===== config.mk =====
export PLATFORM = sky130hd
export DESIGN_NAME = aging_route_learning_table_core
export DESIGN_NICKNAME = d
export VERILOG_FILES = /design/src/rtl/arlt_pkg.sv /design/src/rtl/arlt_cell.sv /design/src/rtl/aging_route_learning_table_core.sv
export SDC_FILE = /design/constraint.sdc
export NUM_CORES = 2
export LEC_CHECK = 0
export BUFFER_PORTS_ARGS = -buffer_cell sky130_fd_sc_hd__buf_2
export CAP_MARGIN = 15
export CORE_MARGIN = 5
export CORE_UTILIZATION = 45
export CTS_CLUSTER_DIAMETER = 30
export DETAILED_ROUTE_END_ITERATION = 7
export PLACE_DENSITY = 0.74
export SLEW_MARGIN = 5
export SYNTH_ARGS = -nofsm -noshare
export SYNTH_HDL_FRONTEND = slang
export SYNTH_HIERARCHICAL = 1
export SYNTH_SLANG_ARGS = --single-unit

===== constraint.sdc =====
create_clock -name i_clk -period 6.4 [get_ports i_clk]
set_input_delay 0.32 -clock i_clk [delete_from_list [all_inputs] [get_ports i_clk]]
set_output_delay 0.32 -clock i_clk [all_outputs]
set_load 0.05 [all_outputs]

===== src/rtl/arlt_pkg.sv =====
// ----------------------------------------------------------------------------
// Aging route learning table package
// Shared sizes, operation and status codes, and the table entry type.
// ----------------------------------------------------------------------------
package arlt_pkg;

    localparam int DEPTH    = 16;
    localparam int KEY_BITS = 64;
    localparam int IDX_W    = (DEPTH > 1) ? $clog2(DEPTH) : 1;
    localparam int CNT_W    = $clog2(DEPTH + 1);

    localparam int OP_W     = 2;
    localparam int KEY_W    = 64;
    localparam int ADDR_W   = 48;
    localparam int TIME_W   = 32;
    localparam int STATUS_W = 4;
    localparam int SLOT_W   = 4;
    localparam int TALLY_W  = 5;

    localparam logic [TIME_W-1:0] TIMEOUT_RST = 32'd30000;

    localparam logic [OP_W-1:0] OP_LEARN  = 2'd0;
    localparam logic [OP_W-1:0] OP_LOOKUP = 2'd1;
    localparam logic [OP_W-1:0] OP_SWEEP  = 2'd2;
    localparam logic [OP_W-1:0] OP_FANOUT = 2'd3;

    localparam logic [STATUS_W-1:0] ST_UPDATED  = 4'd0;
    localparam logic [STATUS_W-1:0] ST_REUSED   = 4'd1;
    localparam logic [STATUS_W-1:0] ST_APPENDED = 4'd2;
    localparam logic [STATUS_W-1:0] ST_FULL     = 4'd3;
    localparam logic [STATUS_W-1:0] ST_HIT      = 4'd4;
    localparam logic [STATUS_W-1:0] ST_MISS     = 4'd5;
    localparam logic [STATUS_W-1:0] ST_STALE    = 4'd6;
    localparam logic [STATUS_W-1:0] ST_EXPIRED  = 4'd7;
    localparam logic [STATUS_W-1:0] ST_TARGET   = 4'd8;
    localparam logic [STATUS_W-1:0] ST_DONE     = 4'd9;

    typedef struct packed {
        logic [KEY_BITS-1:0] key;
        logic [ADDR_W-1:0]   addr;
        logic [TIME_W-1:0]   seen;
        logic                valid;
    } t_entry;

endpackage


===== src/rtl/arlt_cell.sv =====
// ----------------------------------------------------------------------------
// Aging route learning table cell
// Holds one table entry; takes its neighbor's entry on a shift or a new
// entry on a load.
// ----------------------------------------------------------------------------
module arlt_cell (
    input  logic            i_clk,
    input  logic            i_rst_n,
    input  logic            i_shift,
    input  logic            i_load,
    input  arlt_pkg::t_entry i_shift_in,
    input  arlt_pkg::t_entry i_load_val,
    output arlt_pkg::t_entry o_entry
);
    import arlt_pkg::*;

    logic                r_valid;
    logic [KEY_BITS-1:0] r_key;
    logic [ADDR_W-1:0]   r_addr;
    logic [TIME_W-1:0]   r_seen;

    always_ff @(posedge i_clk) begin
        if (!i_rst_n) begin
            r_valid <= 1'b0;
        end else if (i_shift) begin
            r_valid <= i_shift_in.valid;
        end else if (i_load) begin
            r_valid <= i_load_val.valid;
        end
    end

    always_ff @(posedge i_clk) begin
        if (i_shift) begin
            r_key  <= i_shift_in.key;
            r_addr <= i_shift_in.addr;
            r_seen <= i_shift_in.seen;
        end else if (i_load) begin
            r_key  <= i_load_val.key;
            r_addr <= i_load_val.addr;
            r_seen <= i_load_val.seen;
        end
    end

    assign o_entry = '{key: r_key, addr: r_addr, seen: r_seen, valid: r_valid};

endmodule


===== src/rtl/aging_route_learning_table_core.sv =====
// ----------------------------------------------------------------------------
// Aging route learning table core
// Key to node address table with aging, kept in a ring of cells that rotates
// one slot per cycle past a shared head that learns, looks up, expires and lists.
// ----------------------------------------------------------------------------
// Channel   Direction  Transfer condition        Payload
// command   in         start && !busy            i_op, i_key, i_node_addr, i_now_ms
// result    out        o_res_strobe              o_status .. o_last
// config    in         i_cfg_we                  i_cfg_wdata (route timeout)
//
// Learn, lookup and sweep keep busy high for one pass, fanout for two
// passes: one full turn of the cell ring per pass, one slot a cycle at the
// head, plus a final write or done state that forms the final result.
// Results are registered after they are formed, at most one per cycle.
// Reset is synchronous and clears all valid bits and the fill count at once.
// The receiver cannot stall; every result is taken in the cycle it is shown.
// ----------------------------------------------------------------------------
module aging_route_learning_table_core (
    input  logic                              i_clk,
    input  logic                              i_rst_n,
    input  logic                              start,
    output logic                              busy,
    input  logic [arlt_pkg::OP_W-1:0]         i_op,
    input  logic [arlt_pkg::KEY_W-1:0]        i_key,
    input  logic [arlt_pkg::ADDR_W-1:0]       i_node_addr,
    input  logic [arlt_pkg::TIME_W-1:0]       i_now_ms,
    input  logic                              i_cfg_we,
    input  logic [arlt_pkg::TIME_W-1:0]       i_cfg_wdata,
    output logic                              o_res_strobe,
    output logic [arlt_pkg::STATUS_W-1:0]     o_status,
    output logic [arlt_pkg::ADDR_W-1:0]       o_found_addr,
    output logic [arlt_pkg::KEY_W-1:0]        o_offline_key,
    output logic [arlt_pkg::SLOT_W-1:0]       o_slot,
    output logic [arlt_pkg::TALLY_W-1:0]      o_tally,
    output logic                              o_last
);
    import arlt_pkg::*;

    typedef enum logic [4:0] {
        S_IDLE  = 5'b00001,
        S_SCAN  = 5'b00010,
        S_LIST  = 5'b00100,
        S_WRITE = 5'b01000,
        S_DONE  = 5'b10000
    } t_state;

    t_state              r_state, n_state;
    logic [IDX_W-1:0]    r_step, n_step;
    logic [OP_W-1:0]     r_op, n_op;
    logic [KEY_BITS-1:0] r_key, n_key;
    logic [ADDR_W-1:0]   r_addr_in, n_addr_in;
    logic [TIME_W-1:0]   r_now, n_now;
    logic [TIME_W-1:0]   r_timeout, n_timeout;
    logic [CNT_W-1:0]    r_used, n_used;
    logic                r_hit, n_hit;
    logic [IDX_W-1:0]    r_hit_slot, n_hit_slot;
    logic                r_inv, n_inv;
    logic [IDX_W-1:0]    r_inv_slot, n_inv_slot;
    logic [STATUS_W-1:0] r_pend_status, n_pend_status;
    logic [ADDR_W-1:0]   r_pend_addr, n_pend_addr;
    logic [CNT_W-1:0]    r_tally, n_tally;

    logic                r_o_strobe, n_o_strobe;
    logic [STATUS_W-1:0] r_o_status, n_o_status;
    logic [ADDR_W-1:0]   r_o_addr, n_o_addr;
    logic [KEY_W-1:0]    r_o_okey, n_o_okey;
    logic [SLOT_W-1:0]   r_o_slot, n_o_slot;
    logic [TALLY_W-1:0]  r_o_tally, n_o_tally;
    logic                r_o_last, n_o_last;

    t_entry              w_cell [DEPTH];
    t_entry              w_head, w_tail, w_wr_ent;
    logic [DEPTH-1:0]    w_load;
    logic                w_shift, w_clr, w_in_range, w_stale, w_key_eq, w_last_step;
    logic [TIME_W-1:0]   w_age;
    logic                w_wr_en, w_append;
    logic [IDX_W-1:0]    w_target;
    logic [STATUS_W-1:0] w_wr_status;

    assign w_shift  = (r_state == S_SCAN) || (r_state == S_LIST);
    assign w_wr_ent = '{key: r_key, addr: r_addr_in, seen: r_now, valid: 1'b1};

    genvar k;
    generate
        for (k = 0; k < DEPTH; k++) begin : g_cell
            t_entry w_next;
            if (k == DEPTH - 1) begin : g_tail
                assign w_next = w_tail;
            end else begin : g_mid
                assign w_next = w_cell[k + 1];
            end
            assign w_load[k] = (r_state == S_WRITE) && w_wr_en &&
                               (w_target == IDX_W'(k));
            arlt_cell u_cell (
                .i_clk      (i_clk),
                .i_rst_n    (i_rst_n),
                .i_shift    (w_shift),
                .i_load     (w_load[k]),
                .i_shift_in (w_next),
                .i_load_val (w_wr_ent),
                .o_entry    (w_cell[k])
            );
        end
    endgenerate

    assign w_head      = w_cell[0];
    assign w_in_range  = CNT_W'(r_step) < r_used;
    assign w_age       = r_now - w_head.seen;
    assign w_stale     = w_age >= r_timeout;
    assign w_key_eq    = w_head.key == r_key;
    assign w_last_step = r_step == IDX_W'(DEPTH - 1);

    always_comb begin
        w_tail       = w_head;
        w_tail.valid = w_head.valid & ~w_clr;
    end

    always_comb begin
        w_wr_en     = 1'b0;
        w_append    = 1'b0;
        w_target    = r_hit_slot;
        w_wr_status = ST_FULL;
        if (r_hit) begin
            w_wr_en     = 1'b1;
            w_wr_status = ST_UPDATED;
        end else if (r_inv) begin
            w_wr_en     = 1'b1;
            w_target    = r_inv_slot;
            w_wr_status = ST_REUSED;
        end else if (r_used != CNT_W'(DEPTH)) begin
            w_wr_en     = 1'b1;
            w_append    = 1'b1;
            w_target    = r_used[IDX_W-1:0];
            w_wr_status = ST_APPENDED;
        end
    end

    always_comb begin
        n_state       = r_state;
        n_step        = r_step;
        n_op          = r_op;
        n_key         = r_key;
        n_addr_in     = r_addr_in;
        n_now         = r_now;
        n_timeout     = i_cfg_we ? i_cfg_wdata : r_timeout;
        n_used        = r_used;
        n_hit         = r_hit;
        n_hit_slot    = r_hit_slot;
        n_inv         = r_inv;
        n_inv_slot    = r_inv_slot;
        n_pend_status = r_pend_status;
        n_pend_addr   = r_pend_addr;
        n_tally       = r_tally;
        n_o_strobe    = 1'b0;
        n_o_status    = ST_UPDATED;
        n_o_addr      = '0;
        n_o_okey      = '0;
        n_o_slot      = '0;
        n_o_tally     = '0;
        n_o_last      = 1'b0;
        w_clr         = 1'b0;

        unique case (r_state)
            S_IDLE: begin
                if (start) begin
                    n_state   = S_SCAN;
                    n_step    = '0;
                    n_op      = i_op;
                    n_key     = i_key[KEY_BITS-1:0];
                    n_addr_in = i_node_addr;
                    n_now     = i_now_ms;
                    n_hit     = 1'b0;
                    n_inv     = 1'b0;
                    n_tally   = '0;
                end
            end
            S_SCAN: begin
                n_step = w_last_step ? '0 : r_step + 1'b1;
                if (w_in_range) begin
                    case (r_op) inside
                        OP_LEARN: begin
                            if (!r_hit && w_key_eq) begin
                                n_hit      = 1'b1;
                                n_hit_slot = r_step;
                            end
                            if (!r_inv && !w_head.valid) begin
                                n_inv      = 1'b1;
                                n_inv_slot = r_step;
                            end
                        end
                        OP_LOOKUP: begin
                            if (!r_hit && w_head.valid && w_key_eq) begin
                                n_hit      = 1'b1;
                                n_hit_slot = r_step;
                                if (w_stale) begin
                                    w_clr         = 1'b1;
                                    n_pend_status = ST_STALE;
                                    n_pend_addr   = '0;
                                end else begin
                                    n_pend_status = ST_HIT;
                                    n_pend_addr   = w_head.addr;
                                end
                            end
                        end
                        OP_SWEEP, OP_FANOUT: begin
                            if (w_head.valid && w_stale) begin
                                w_clr      = 1'b1;
                                n_o_strobe = 1'b1;
                                n_o_status = ST_EXPIRED;
                                n_o_okey   = KEY_W'(w_head.key);
                                n_o_slot   = SLOT_W'(r_step);
                                n_tally    = r_tally + 1'b1;
                            end
                        end
                        default: begin
                        end
                    endcase
                end
                if (w_last_step) begin
                    if (r_op == OP_LEARN) begin
                        n_state = S_WRITE;
                    end else if (r_op == OP_FANOUT) begin
                        n_state = S_LIST;
                        n_tally = '0;
                    end else begin
                        n_state = S_DONE;
                    end
                end
            end
            S_LIST: begin
                n_step = w_last_step ? '0 : r_step + 1'b1;
                if (w_in_range && w_head.valid) begin
                    n_o_strobe = 1'b1;
                    n_o_status = ST_TARGET;
                    n_o_addr   = w_head.addr;
                    n_o_slot   = SLOT_W'(r_step);
                    n_tally    = r_tally + 1'b1;
                end
                if (w_last_step) begin
                    n_state = S_DONE;
                end
            end
            S_WRITE: begin
                n_o_strobe = 1'b1;
                n_o_last   = 1'b1;
                n_o_status = w_wr_status;
                n_o_slot   = w_wr_en ? SLOT_W'(w_target) : '0;
                if (w_append) begin
                    n_used = r_used + 1'b1;
                end
                n_state = S_IDLE;
            end
            S_DONE: begin
                n_o_strobe = 1'b1;
                n_o_last   = 1'b1;
                if (r_op == OP_LOOKUP) begin
                    if (r_hit) begin
                        n_o_status = r_pend_status;
                        n_o_addr   = r_pend_addr;
                        n_o_slot   = SLOT_W'(r_hit_slot);
                        if (r_pend_status == ST_STALE) begin
                            n_o_okey = KEY_W'(r_key);
                        end
                    end else begin
                        n_o_status = ST_MISS;
                    end
                end else begin
                    n_o_status = ST_DONE;
                    n_o_tally  = TALLY_W'(r_tally);
                end
                n_state = S_IDLE;
            end
            default: begin
                n_state = S_IDLE;
            end
        endcase
    end

    always_ff @(posedge i_clk) begin
        if (!i_rst_n) begin
            r_state    <= S_IDLE;
            r_step     <= '0;
            r_used     <= '0;
            r_timeout  <= TIMEOUT_RST;
            r_o_strobe <= 1'b0;
        end else begin
            r_state    <= n_state;
            r_step     <= n_step;
            r_used     <= n_used;
            r_timeout  <= n_timeout;
            r_o_strobe <= n_o_strobe;
        end
    end

    always_ff @(posedge i_clk) begin
        r_op          <= n_op;
        r_key         <= n_key;
        r_addr_in     <= n_addr_in;
        r_now         <= n_now;
        r_hit         <= n_hit;
        r_hit_slot    <= n_hit_slot;
        r_inv         <= n_inv;
        r_inv_slot    <= n_inv_slot;
        r_pend_status <= n_pend_status;
        r_pend_addr   <= n_pend_addr;
        r_tally       <= n_tally;
        r_o_status    <= n_o_status;
        r_o_addr      <= n_o_addr;
        r_o_okey      <= n_o_okey;
        r_o_slot      <= n_o_slot;
        r_o_tally     <= n_o_tally;
        r_o_last      <= n_o_last;
    end

    assign busy          = r_state != S_IDLE;
    assign o_res_strobe  = r_o_strobe;
    assign o_status      = r_o_status;
    assign o_found_addr  = r_o_addr;
    assign o_offline_key = r_o_okey;
    assign o_slot        = r_o_slot;
    assign o_tally       = r_o_tally;
    assign o_last        = r_o_last;

    a_used_bound: assert property (@(posedge i_clk) disable iff (!i_rst_n)
        r_used <= CNT_W'(DEPTH))
        else $error("Fill count exceeds the table depth.");

    a_idle_step: assert property (@(posedge i_clk) disable iff (!i_rst_n)
        (r_state == S_IDLE) |-> (r_step == '0))
        else $error("Ring is not aligned while idle.");

    a_start_busy: assert property (@(posedge i_clk) disable iff (!i_rst_n)
        (start && !busy) |=> busy)
        else $error("Accepted command did not raise busy.");

    a_last_gap: assert property (@(posedge i_clk) disable iff (!i_rst_n)
        (o_res_strobe && o_last) |=> !o_res_strobe)
        else $error("Result transfer directly follows a final result.");

    a_load_shift: assert property (@(posedge i_clk) disable iff (!i_rst_n)
        !(w_shift && (w_load != '0)))
        else $error("Cell load during ring rotation.");

endmodule

==> impl_results.md <==
- Cell internal pwr: 38.36 mW
- Initial Utilization: between 40% and 50%
- Clock power share: 52.4%
- Endpoints failing setup: 0
- First-pass GRT wire length: just under 400000 um
- Final setup TNS: 0 ns
- Number of port buffers: 309
- DR vias/cell: 5.490
- H-tree depth: 5
- Tot GR Track Use: 19.08%
- Synthesized area per cell: 18.37 um2
- Fraction of layout cells with a size suffix above 1: a little under half
- Area post-placement: 119100 um2
- Clock skew: 0.07586 ns
- Combinational power share: 6.0%
- Multi-input logic area: 32310 um2
- Final period utilization: 93.48%
- CTS clk-pin slew, worst paths: 0.05 ns
- Slowest cell on the critical path: edfxtp_1
- Async SR Flop Fraction: 0%
- Initial antenna violation count: 19
- Io pins: a little over 300
- Worst path cell trace: ha_1 -> a21oi_1 -> nand2_1 -> o21ai_0 -> o21ai_0 -> a21o_1 -> a21oi_1 -> o21bai_1 -> a21oi_1 -> xnor2_1 -> ha_1 -> o21ai_0 -> nand2b_1 -> a21oi_1 -> nor2_1 -> a211o_1 -> a211oi_4 -> buf_4 -> or2_2 -> nand3_1 -> a311oi_1
- Largest net degree at the start of global routing: around 220
- Starting DRT DRC Count: 5433
- Reg-to-Reg End: r_tally[2]
- Core footprint: 254200 um2
- Sw Pwr: 11.03 mW
- Pleak: 46.65 nW
- Distinct cells, synth: 71
- DRT antenna net count: 0
- Flop2flop setup slack: between 0.4 and 0.5 ns
- HPWL Detailed: 139000 um
- Crit path required time: 7.07 ns
- Sequential cell area: 79280 um2
- RSZ-0062 raised after global routing: false
- Synth Register Bits: 2703
- Crit. End Element: register
- Design Area, Final: 137700 um2
- Std cell rows: about 190
- Most used cell, CP: a21oi_1
- Num CTS Buffers: 488
- Die area: 265600 um2
- Minimum clock period: 5.983 ns
- Hold Path Class: in2reg
- Post-Syn Area: 114900 um2
- Critical Path AT: roughly 6.7 ns
- Max clock buf depth: 4
- GPL Wtd Cong: 0.8791
- CP Buf/Inv Count: 1
- Worst setup SP type: register
- Top cell family by delay on the critical path: compound AO/OA/AOI/OAI gates
- Max-cap violations: 0
- Clk sinks: around 2700
- VDD IR max: around 300 uV
- Slew @ Worst Pin: 1.166 ns
- Crit Path Category: reg2reg
- Max Fclk: 0.1672 GHz
- Area added between synthesis and finish: 19.79%
- Post-CTS setup buffers: 0
- RR Startpoint: r_now[4]
- Post-synth EDFFs: 2514
- Gr ovfl total: 0
- DRC: 0
- Most used DFF post-synth: edfxtp_1
- Vias in the first global route: 60840
- YS warnings: 6
- Syn Inst Count: approximately 6300
- Die Span Y: 515.4 um
- Min-Delay Path Depth: 2
- Slowest cell delay on critical path: 0.62 ns
- Slew headroom: 22.25%
- Sequential area share after synthesis: around 69%
- Die width: 515.4 um
- Worst r2r path cells: 21
- Vias: 59530
- Power per cell area: between 300 and 400 nW/um2
- Final Hold Vio Count: 0
- Sequential cell fraction of total power: 41.6%
- Skew-Pair Late Insertion Delay: between 0.9 and 1 ns
- Avg WL per Cell: 24.09 um
- CTS tree: yes
- Final WL: 261200 um
- Hold endpoint: r_key[0]
- Root buffer cell: clkbuf_16
- Power Total: 49.39 mW
- Sw Share: 22.33%
- CP Max Fanout: 17
- Net count, final: 7303
- Status: complete, no violations
- Slew Limit Fails: 0
- Hold Startpoint: i_key[0]
- Pre-Repair DR Iteration Count: 6
- Fillers: 19270
[cells in the final DEF (no fill, tap or decap), types with 43 or more instances in the layout]
cell / synthesis / routed
edfxtp_1: 2514 / 2514
mux2_2: 2289 / 2289
clkbuf_16: 0 / 494
buf_2: 18 / 309
dfxtp_1: 189 / 189
dlygate4sd3_1: 0 / 180
a22o_1: 105 / 105
inv_1: 101 / 99
clkinv_2: 0 / 82
ha_1: 75 / 75
clkinvlp_4: 0 / 68
buf_4: 16 / 65
bufinv_16: 0 / 59
and2_1: 59 / 58
xnor2_1: 57 / 57
clkinv_4: 0 / 56
nand2_1: 52 / 52
nor2_1: 49 / 49
a21oi_1: 45 / 44
clkinv_1: 0 / 44
clkbuf_1: 32 / 44
buf_12: 0 / 43
[area by class of cell]
| cell class | count | share of cell area (%) |
|---|---|---|
| Inverter | 101 | 0.2862 |
| Clock inverter | 370 | 3.008 |
| Multi-Input combinational cell | 3153 | 23.47 |
| Sequential cell | 2703 | 57.58 |
| Tap cell | 3366 | 3.059 |
| Clock buffer | 546 | 9.178 |
| Timing Repair Buffer | 598 | 3.415 |
| Antenna cell | 6 | 0.01090 |
[flip-flops by register name, indices dropped and copies added, names as in the netlist, 2 cells and up]
| signal | cells |
|---|---|
| g_cell.u_cell/r_key | 1024 |
| g_cell.u_cell/r_addr | 768 |
| g_cell.u_cell/r_seen | 512 |
| o_offline_key | 64 |
| r_key | 64 |
| o_found_addr | 48 |
| r_addr_in | 48 |
| r_pend_addr | 48 |
| r_now | 32 |
| r_timeout | 32 |
| g_cell.u_cell/r_valid | 16 |
| o_tally | 5 |
| r_state | 5 |
| r_tally | 5 |
| r_used | 5 |
| o_slot | 4 |
| o_status | 4 |
| r_hit_slot | 4 |
| r_inv_slot | 4 |
| r_step | 4 |
| r_op | 2 |
[per-layer routing]
layer	routed length, um	track usage (%)
met4	6322	5.520
met1	115100	26.93
met5	33	0
met3	15960	3.104
met2	123700	30.69
[how the worst max path moves through the flow]
stage / startpoint / end / depth (start not counted)
floorplan: r_key[15] / g_cell[15].u_cell/r_valid / 10
global placement: r_now[0] / o_slot[3] / 25
detailed placement: r_now[1] / r_pend_addr[19] / 20
CTS: r_now[0] / r_tally[2] / 24
global route: r_now[4] / r_tally[2] / 20
finish: r_now[4] / r_tally[2] / 21
[Yosys cell counts, types with 29 or more instances]
library cell	number	area (um2)
mux2_1	32	360.4
nand2_1	52	195.2
mux2_2	2289	25780
o21ai_0	39	195.2
edfxtp_1	2514	75490
a21oi_1	45	225.2
and2_1	59	369.1
inv_1	101	379.1
ha_1	75	938.4
buf_6	246	2770
nor2b_1	37	231.5
clkbuf_1	32	120.1
mux2i_1	29	290.3
a22o_1	105	919.6
dfxtp_1	189	3784
nor2_1	49	183.9
xnor2_1	57	499.2
[kinds of logic after synthesis]
logic type | Yosys count | share of synthesized area (%)
and+or+nand+nor | 319 | 1.520
muxes | 2350 | 22.99
adders and majority gates | 76 | 0.8338
DFF | 2703 | 68.97
xor gates and xnor gates | 83 | 0.6324
other | 1 | 0.003262
buffers and inverters | 415 | 3.034
AOI/OAI and AO/OA | 309 | 2.016
[power groups by stage]
stage | Sequential [mW] | Clock [mW] | Combinational, mW
CTS | 20.5 | 26.3 | 2.99
global route | 20.6 | 27.2 | 3.20
finish | 20.5 | 25.9 | 2.98
global placement | 20.8 | 0 | 2.77
detailed placement | 20.9 | 0 | 2.86
floorplan | 20.8 | 0 | 2.13
[metrics by stage]
step / instances / hold slack (ns) / util [%] / setup WS [ns]
after global routing: 10840 / 0.07217 / 54.17 / 0.03880
after global placement: 9740 / 0.4506 / 46.86 / 0.6793
after CTS: 10840 / 0.03907 / 54.17 / 0.5719
final: 10840 / 0.1155 / 54.18 / 0.4175
after detailed placement: 9740 / 0.4503 / 46.86 / 0.6522
after floorplan: 6271 / 0.4189 / - / 1.420
[worst register-to-register path, stage by stage, from the launching register on]
cell	delay [ns]
edfxtp_1	0.62
ha_1	0.47
a21oi_1	0.20
nand2_1	0.12
o21ai_0	0.55
o21ai_0	0.35
a21o_1	0.29
a21oi_1	0.29
o21bai_1	0.13
a21oi_1	0.23
xnor2_1	0.16
ha_1	0.26
o21ai_0	0.22
nand2b_1	0.09
a21oi_1	0.14
nor2_1	0.07
a211o_1	0.33
a211oi_4	0.24
buf_4	0.28
or2_2	0.17
nand3_1	0.14
a311oi_1	0.38
[what timing repair did]
item                                    4_1_cts  5_1_grt
gates resized for setup                       0        1
hold buffers                                180        0
endpoints found under the hold margin       184        0
endpoints found under the setup margin        0        2
Note: power is estimated with default switching activity, not from simulation.
